$ cat src/rtl/tmnc_pkg.sv
// ----------------------------------------------------------------------------
// tmnc_pkg
// Types and constants shared by the tile map collision block.
// ----------------------------------------------------------------------------
`timescale 1ns / 1ps

package tmnc_pkg;

  localparam int MAP_COLS_DEF = 64;
  localparam int MAP_ROWS_DEF = 32;

  // Opcodes of an input word
  localparam logic OP_WRITE = 1'b0;
  localparam logic OP_QUERY = 1'b1;

  // Passable tile codes
  localparam logic [7:0] CODE_EMPTY = 8'd0;
  localparam logic [7:0] CODE_PASS  = 8'd6;

  // Configuration registers
  localparam int          PADDR_W       = 3;
  localparam logic [0:0]  REG_TILE_SIZE = 1'b0;
  localparam logic [7:0]  TILE_SIZE_RST = 8'd32;

  // Datapath widths, sized for the largest map (256 x 256) and tile size 255
  localparam int PIX_W  = 16;  // tile pixel edge, unsigned
  localparam int CMP_W  = 18;  // signed compare width
  localparam int DIF_W  = 19;  // doubled-coordinate difference, signed
  localparam int SQ_W   = 36;  // square of a difference
  localparam int DIST_W = 37;  // squared distance
  localparam int EDGE_W = 15;  // output edge width

  typedef struct packed {
    logic start;  // new query: clear best, load rectangle
    logic row;    // multiplier squares the row offset
    logic issue;  // one tile read issued this cycle
    logic first;  // first tile of a row
    logic last;   // last tile of a row
  } scan_ctrl_t;

  typedef struct packed {
    logic              busy;
    logic              hit;
    logic [EDGE_W-1:0] left;
    logic [EDGE_W-1:0] top;
    logic [EDGE_W-1:0] right;
    logic [EDGE_W-1:0] bottom;
    logic [7:0]        code;
  } scan_res_t;

endpackage

$ cat src/rtl/tmnc_scan_unit.sv
// ----------------------------------------------------------------------------
// tmnc_scan_unit
// Per-tile overlap test and nearest-distance tracking around one shared
// squaring multiplier.
// ----------------------------------------------------------------------------
`timescale 1ns / 1ps

module tmnc_scan_unit
  import tmnc_pkg::*;
(
  input  logic                    clk_i,
  input  logic                    rst_ni,
  input  scan_ctrl_t              ctrl_i,
  input  logic [7:0]              tile_size_i,
  input  logic signed [15:0]      rect_left_i,
  input  logic signed [15:0]      rect_top_i,
  input  logic signed [15:0]      rect_right_i,
  input  logic signed [15:0]      rect_bottom_i,
  input  logic [7:0]              rd_data_i,
  output scan_res_t               status_o
);

  // Doubled centre of [lo, lo+s] minus doubled rectangle centre
  function automatic logic signed [DIF_W-1:0] axis_diff(
    input logic [PIX_W-1:0]      lo,
    input logic [7:0]            s,
    input logic signed [PIX_W:0] c2
  );
    logic [PIX_W:0] sum;
    sum = {lo, 1'b0} + (PIX_W+1)'(s);
    return $signed({2'b00, sum}) - $signed({{2{c2[PIX_W]}}, c2});
  endfunction

  // Scan position
  logic [PIX_W-1:0]        cl_q, ct_q;

  // Query rectangle
  logic signed [15:0]      rl_q, rt_q, rr_q, rb_q;
  logic signed [PIX_W:0]   rcx2_q, rcy2_q;

  // Stage 1: memory data arrives
  logic                    s1_v_q;
  logic [PIX_W-1:0]        s1_cl_q, s1_ct_q;

  // Stage 2: candidate, ready to square
  logic                    s2_v_q;
  logic signed [DIF_W-1:0] s2_dx_q;
  logic [PIX_W-1:0]        s2_cl_q, s2_ct_q;
  logic [7:0]              s2_code_q;

  // Stage 3: square done
  logic                    s3_v_q;
  logic [SQ_W-1:0]         sq_q;
  logic [PIX_W-1:0]        s3_cl_q, s3_ct_q;
  logic [7:0]              s3_code_q;
  logic [SQ_W-1:0]         dy2_q;

  // Best so far
  logic                    hit_q;
  logic [DIST_W-1:0]       best_q;
  logic [PIX_W-1:0]        best_cl_q, best_ct_q;
  logic [7:0]              best_code_q;

  logic [PIX_W:0]            cr, cb;
  logic signed [CMP_W-1:0]   cl_e, ct_e, cr_e, cb_e, rl_e, rt_e, rr_e, rb_e;
  logic                      solid, overlap;
  logic signed [DIF_W-1:0]   dx, dy, mult_a;
  logic signed [2*DIF_W-1:0] prod;
  logic [DIST_W-1:0]         cand_dist;
  logic                      better;
  logic [PIX_W:0]            br, bb;

  assign cr   = (PIX_W+1)'(s1_cl_q) + (PIX_W+1)'(tile_size_i);
  assign cb   = (PIX_W+1)'(s1_ct_q) + (PIX_W+1)'(tile_size_i);
  assign cl_e = $signed({2'b00, s1_cl_q});
  assign ct_e = $signed({2'b00, s1_ct_q});
  assign cr_e = $signed({1'b0, cr});
  assign cb_e = $signed({1'b0, cb});
  assign rl_e = CMP_W'(rl_q);
  assign rt_e = CMP_W'(rt_q);
  assign rr_e = CMP_W'(rr_q);
  assign rb_e = CMP_W'(rb_q);

  assign solid   = (rd_data_i != CODE_EMPTY) && (rd_data_i != CODE_PASS);
  // Inclusive edges: touching counts
  assign overlap = !((cl_e > rr_e) || (ct_e > rb_e) || (cr_e < rl_e) || (cb_e < rt_e));

  assign dx = axis_diff(s1_cl_q, tile_size_i, rcx2_q);
  assign dy = axis_diff(ct_q, tile_size_i, rcy2_q);

  // Shared squarer: row offset at row start, tile offset otherwise
  assign mult_a = ctrl_i.row ? dy : s2_dx_q;
  assign prod   = mult_a * mult_a;

  assign cand_dist = DIST_W'(sq_q) + DIST_W'(dy2_q);
  assign better    = s3_v_q && (!hit_q || (cand_dist < best_q));

  always_ff @(posedge clk_i or negedge rst_ni) begin
    if (!rst_ni) begin
      s1_v_q <= 1'b0;
      s2_v_q <= 1'b0;
      s3_v_q <= 1'b0;
      hit_q  <= 1'b0;
    end else begin
      s1_v_q <= ctrl_i.issue;
      s2_v_q <= s1_v_q && solid && overlap;
      s3_v_q <= s2_v_q;
      if (ctrl_i.start) begin
        hit_q <= 1'b0;
      end else if (better) begin
        hit_q <= 1'b1;
      end
    end
  end

  always_ff @(posedge clk_i) begin
    if (ctrl_i.start) begin
      cl_q   <= '0;
      ct_q   <= '0;
      rl_q   <= rect_left_i;
      rt_q   <= rect_top_i;
      rr_q   <= rect_right_i;
      rb_q   <= rect_bottom_i;
      rcx2_q <= (PIX_W+1)'(rect_left_i) + (PIX_W+1)'(rect_right_i);
      rcy2_q <= (PIX_W+1)'(rect_top_i) + (PIX_W+1)'(rect_bottom_i);
    end else if (ctrl_i.issue) begin
      if (ctrl_i.last) begin
        cl_q <= '0;
        ct_q <= ct_q + PIX_W'(tile_size_i);
      end else begin
        cl_q <= cl_q + PIX_W'(tile_size_i);
      end
    end

    s1_cl_q   <= cl_q;
    s1_ct_q   <= ct_q;
    s2_dx_q   <= dx;
    s2_cl_q   <= s1_cl_q;
    s2_ct_q   <= s1_ct_q;
    s2_code_q <= rd_data_i;
    sq_q      <= prod[SQ_W-1:0];
    s3_cl_q   <= s2_cl_q;
    s3_ct_q   <= s2_ct_q;
    s3_code_q <= s2_code_q;

    // Row square sits in sq_q while the first tile of the row issues
    if (ctrl_i.first) begin
      dy2_q <= sq_q;
    end

    if (better) begin
      best_q      <= cand_dist;
      best_cl_q   <= s3_cl_q;
      best_ct_q   <= s3_ct_q;
      best_code_q <= s3_code_q;
    end
  end

  assign br = (PIX_W+1)'(best_cl_q) + (PIX_W+1)'(tile_size_i);
  assign bb = (PIX_W+1)'(best_ct_q) + (PIX_W+1)'(tile_size_i);

  always_comb begin
    status_o        = '0;
    status_o.busy   = s1_v_q || s2_v_q || s3_v_q;
    status_o.hit    = hit_q;
    if (hit_q) begin
      status_o.left   = best_cl_q[EDGE_W-1:0];
      status_o.top    = best_ct_q[EDGE_W-1:0];
      status_o.right  = br[EDGE_W-1:0];
      status_o.bottom = bb[EDGE_W-1:0];
      status_o.code   = best_code_q;
    end
  end

endmodule

$ cat config.mk
export PLATFORM = sky130hd
export DESIGN_NAME = tmnc_scan_unit
export DESIGN_NICKNAME = d
export VERILOG_FILES = /design/src/rtl/tmnc_pkg.sv /design/src/rtl/tmnc_scan_unit.sv
export SDC_FILE = /design/constraint.sdc
export NUM_CORES = 2
export LEC_CHECK = 0
export BUFFER_PORTS_ARGS = -buffer_cell sky130_fd_sc_hd__buf_2
export CAP_MARGIN = 20
export CORE_MARGIN = 10
export CORE_UTILIZATION = 50
export DETAILED_ROUTE_END_ITERATION = 16
export PLACE_DENSITY = 0.67
export SLEW_MARGIN = 40
export SYNTH_ARGS = -nofsm -noshare
export SYNTH_HDL_FRONTEND = slang
export SYNTH_SLANG_ARGS = --single-unit
export TNS_END_PERCENT = 20
$ cat constraint.sdc
create_clock -name clk_i -period 17.1 [get_ports clk_i]
set_input_delay 1.71 -clock clk_i [delete_from_list [all_inputs] [get_ports clk_i]]
set_output_delay 1.71 -clock clk_i [all_outputs]
set_load 0.1 [all_outputs]
# --- After elaboration in Yosys (flattened, before gate mapping) ---
# Cells that the tools add are included.
totals:
  register_bits: 408
  in_bits: 87
  out_inout_bits: 70
  elab_cells: 67
op_classes:
  n_addsub: 13
  mul: 1
  order_cmp: 5
  n_eq_ne: 1
  muxes: 5
  reduce_logical: 15
ops:
  columns: ["operator", "n"]
  rows:
  - ["2-to-1 mux 68 bit", 1]
  - ["subtractor 18 x 17 -> 19 bit", 2]
  - ["adder 36 x 36 -> 37 bit", 1]
  - ["less-than comparator 37 bit", 1]
  - ["less-than comparator 18 x 16 -> 1 bit", 2]
  - ["multiplier 19 x 19 -> 36 bit", 1]
  - ["adder 16 x 16 -> 17 bit", 2]
  - ["adder 16 x 8 -> 17 bit", 2]
  - ["adder 17 x 8 -> 17 bit", 2]
  - ["greater-than comparator 17 x 16 -> 1 bit", 2]
  - ["adder 16 x 8 -> 16 bit", 2]
  - ["adder 15 x 8 -> 15 bit", 2]
  - ["2-to-1 mux 19 bit", 1]
  - ["2-to-1 mux 16 bit", 1]
  - ["inequality test 8 x 3 -> 1 bit, second input constant", 1]
  - ["nonzero test 8 bit", 1]
  - ["logical OR 1 bit", 6]
  - ["logical AND 1 bit", 4]
  - ["zero test 1 bit", 2]
  - ["2-to-1 mux 1 bit", 2]
  - ["AND reduction 2 bit", 1]
  - ["nonzero test 2 bit", 1]

# --- Depth between registers and ports, before layout ---
logic_depth:
  word_depth: 6
  depth_mapped: 43
  depth_no_buf: 42

# --- Worst setup path before layout ---
# OpenSTA, ideal clock, no wires.
synth_path:
  kind: "input to register"
  from: "in tile_size_i[1]"
  to: "reg sq_q[34]"
  t_arrival_ns: 10.879
  required_ns: 17.028
  path_slack_ns: 6.149
  stages: 39
  path_cell_list: "ha_1 -> inv_1 -> fa_1 -> inv_1 -> a21oi_1 -> o21bai_1 -> a21oi_1 -> o21bai_1 -> a21o_1 -> nand2_1 -> xnor2_1 -> ha_1 -> and4_1 -> and3_1 -> o2111ai_1 -> a41oi_1 -> a21oi_1 -> xnor2_1 -> (+3 left out) -> fa_1 -> fa_1 -> fa_1 -> inv_1 -> fa_1 -> fa_1 -> fa_1 -> ha_1 -> ha_1 -> and3_1 -> a221o_1 -> a31o_2 -> o311ai_0 -> a21oi_1 -> o22ai_1 -> o21ai_0 -> a21oi_1 -> xnor2_1"
synth_via:
  elab_chain_cells: 4
synth_lines:
  columns: ["element", "line", "rtl"]
  rows:
  - ["from (decl)", "tmnc_scan_unit.sv:14", "input logic [7:0] tile_size_i,"]
  - ["adder 17 x 8 -> 17 bit", "tmnc_scan_unit.sv:30", "sum = {lo, 1'b0} + (PIX_W+1)'(s);"]
  - ["subtractor 18 x 17 -> 19 bit", "tmnc_scan_unit.sv:31", "return $signed({2'b00, sum}) - $signed({{2{c2[PIX_W]}}, c2});"]
  - ["2-to-1 mux 19 bit", "tmnc_scan_unit.sv:92", "assign mult_a = ctrl_i.row ? dy : s2_dx_q;"]
  - ["multiplier 19 x 19 -> 36 bit", "tmnc_scan_unit.sv:93", "assign prod = mult_a * mult_a;"]
  - ["net prod[34]", "tmnc_scan_unit.sv:68", "logic signed [2*DIF_W-1:0] prod;"]
  - ["to (signal assigned)", "tmnc_scan_unit.sv:141", "sq_q <= prod[SQ_W-1:0];"]
  - ["to (decl)", "tmnc_scan_unit.sv:53", "logic [SQ_W-1:0] sq_q;"]
# The timed path passes the listed nets, and every way through them passes these cells.
# A chain may end at the register's enable or synchronous reset.

# --- Worst setup path in the final report ---
# Ends and elaborated chain as after synthesis.

==> impl_metrics.py <==
metrics = {
    "worst_setup_path": {
        "cp.required_ps": 17630,
        "reg2reg_from": "ct_q[0]",
        "crit_slowest_cell": "fa_1",
        "worstPathArrival_ps": 12590,
        "cp_slowest_stage_delay_ps": 770,
        "r2r_end": "sq_q[34]",
        "startpoint_type": "primary input",
        "cp_max_fo": 21,
        "worst-setup-path-type": "in -> reg",
        "r2r_slack_ps": 6250,
        "rr_worst_depth": 39,
        "crit_path_frequent_cell": "fa_1",
        "end_kind": "register",
    },
    "job": {
        "maxCapViolCount": 0,
    },
    "route": {
        "ant_nets": 0,
        "drc_errors": 0,
        "detail_route.iter0.violations": 1506,
        "drt_pass1_iterations": 5,
        "vias_per_cell": 5.23,
        "wl_per_cell_um": 18.1,
        "vias": 22678,
        "totalWireLength_um": 78400,
    },
    "hold_path": {
        "worstHoldPathCells": 0,
        "hold_class": "reg -> reg",
        "hp-start": "s2_ct_q[0]",
        "whs_endpoint": "s3_ct_q[0]",
    },
    "global_routing": {
        "grt_remaining_overflow": 0,
        "grt_pass1_wl_um": 126000,
        "grt_max_degree": 65,
        "gr-usage-all-layers": 0.204,
        "antenna_found_initial": 5,
        "grt_pass1_vias": 23644,
    },
    "yosys": {
        "synth-edff-count": 208,
        "postSynthCellCount": 3263,
        "synth-seq-cells": 406,
        "ys_types": 80,
        "netlist_area_um2": 33100,
        "yosysWarnings": 0,
        "async_reset_ff_frac": 0.00985,
        "ys.flop_type": "edfxtp_1",
        "synth.avg_cell_area_um2": 10.2,
        "ys_seq_area_frac": 0.309,
        "synth_fp_nets": 4066,
    },
    "placed_design": {
        "gp_congestion": 0.939,
        "dp_slack_ps": 4480,
        "port_buffers": 156,
        "dpl.hpwl_um": 63100,
    },
    "timing": {
        "grt_setup_unrepaired": "no",
        "worst_pin_slew_ps": 818,
        "post-route-worst-setup-slack_ps": 5040,
        "fmax_mhz": 82.9,
        "fin_crit_sh": 0.705,
        "fin_crit_ps": 12060,
        "drv_slew": 0,
        "finalSetupViolations": 0,
        "clock_skew_ps": 70.5,
        "hold_viol": 0,
        "timing.slew.headroom": 0.455,
        "tns_ps": 0,
    },
    "floorplan": {
        "io-pin-count": 157,
        "core_area_um2": 65700,
        "fp-row-count": 94,
        "start_util": 0.504,
        "die_x_um": 277,
        "die_h_um": 277,
        "die_area_um2": 77000,
    },
    "final_layout": {
        "drive_above_1_share": 0.0839,
        "num-nets-final": 4233,
        "final_util": 0.557,
        "syn_to_final_growth_pct": 10.5,
    },
    "cts": {
        "clock_latency_ps": 620,
        "ctsRootBufferMaster": "clkbuf_16",
        "cts_tree": "yes",
        "clkTransAtPathRegs_ps": 60,
        "cts_made_buffers": 46,
        "cts_htree_levels": 2,
        "cts-resized-gates": 0,
        "cts_sinks": 406,
        "clk_path_buf_depth": 3,
        "post-cts-setup-buffer-count": 0,
        "cts-hold-fix-buffers": 0,
    },
    "run_status": {
        "status": "finished, final reports clean",
    },
}
logic make-up after synthesis:
logic type	after synthesis	share of synthesized area
compound gates	479	0.0960
simple gates	752	0.108
mux	14	0.00464
flops	406	0.309
xor+xnor	233	0.0616
fa+ha+maj	716	0.346
buf+inv	663	0.0755
registers in the layout, summed over array words and instances, names as in the netlist, 16 cells and up:
| name | cells |
|---|---|
| ct_q | 16 |
| rr_q | 16 |
| rb_q | 16 |
| rl_q | 16 |
| sq_q | 35 |
| rt_q | 16 |
| cl_q | 16 |
| s2_dx_q | 19 |
| s1_ct_q | 16 |
| best_q | 37 |
| s1_cl_q | 16 |
| rcx2_q | 17 |
| dy2_q | 35 |
| rcy2_q | 17 |
critical path: cells and delay by family:
family                   cells  cell delay, ps
XOR/XNOR                     3             450
adder cells (fa/ha/maj)     11            5180
AND/OR/NAND/NOR              5             920
buffers and inverters        5            1090
AO/OA/AOI/OAI               16            3230
synthesized netlist by cell type (4+ instances only):
cell type,instances,area [µm²]
nand3b_1,5,37.5
a21oi_1,148,741
o21bai_1,33,248
nor2b_1,39,244
nand3_1,49,245
o21ai_0,71,355
and3_1,25,156
and2_1,73,457
xor2_1,75,657
fa_1,333,6670
nor2_1,233,875
nor3_1,41,205
nand4_1,25,156
inv_1,610,2290
a21boi_0,9,67.6
mux2_2,8,90.1
a211o_1,8,70.1
o21a_1,25,188
dfxtp_1,194,3880
a31o_2,6,52.6
nor4_1,6,37.5
o2111ai_1,4,35.0
buf_2,8,40.0
and4_1,6,52.6
or2_2,7,43.8
a2111oi_0,11,96.3
o211ai_1,9,67.6
ha_1,383,4790
xnor2_1,158,1380
mux2i_1,5,50.1
nand2_1,191,717
a31oi_1,8,50.1
dfrtp_1,4,100
a41oi_1,5,43.8
o31ai_1,8,60.1
or3_1,18,113
a211oi_1,18,135
edfxtp_1,208,6250
a21o_1,72,541
clkbuf_1,38,143
nand2b_1,22,138
metrics by stage:
stage	hold WS [ps]	instance area (µm²)	instances
4_1_cts	322	36600	4332
3_3_place_gp	310	34900	4246
5_1_grt	322	36600	4332
3_5_place_dp	312	34900	4246
6_report	322	36600	4333
2_1_floorplan	310	33100	3263
final cells by class:
type	count	area (µm²)
clock buffer	55	1320
antenna	1	2.50
fill	5738	29100
timing repair buffer	168	881
inverter	614	2300
sequential	406	10200
multi-input combinational	2194	20400
clock inverter	31	347
tap	864	1080
per-layer routing:
layer	vias to the layer above	part of all wire	track usage
li1	11082	-	-
met1	10889	0.44	0.263
met2	586	0.47	0.345
met3	119	0.062	0.0386
met4	2	0.025	0.0556
met5	-	0.000089	0
worst max-delay path by stage:
| stage | startpoint | to | cells after the start | slack [ps] |
|---|---|---|---|---|
| after detailed placement | tile_size_i[1] | sq_q[34] | 40 | 4480 |
| after global routing | tile_size_i[1] | sq_q[34] | 40 | 4190 |
| after global placement | tile_size_i[1] | sq_q[34] | 40 | 4650 |
| after floorplan | tile_size_i[1] | sq_q[34] | 39 | 6150 |
| after CTS | tile_size_i[1] | sq_q[34] | 40 | 5090 |
| final | tile_size_i[1] | sq_q[34] | 40 | 5040 |
cells in the final DEF, fill, tap and decap left out, types with 52 or more instances in the layout:
| cell type | Yosys | final |
|---|---|---|
| inv_1 | 610 | 610 |
| ha_1 | 383 | 383 |
| fa_1 | 333 | 333 |
| nor2_1 | 233 | 233 |
| edfxtp_1 | 208 | 208 |
| dfxtp_1 | 194 | 194 |
| nand2_1 | 191 | 191 |
| xnor2_1 | 158 | 158 |
| buf_2 | 8 | 155 |
| a21oi_1 | 148 | 147 |
| xor2_1 | 75 | 75 |
| and2_1 | 73 | 73 |
| a21o_1 | 72 | 72 |
| o21ai_0 | 71 | 71 |
| clkbuf_16 | 0 | 52 |
Power is left out: the tool's default activity adds up to more than one toggle a clock period on the data nets, which glitch-free logic cannot reach.
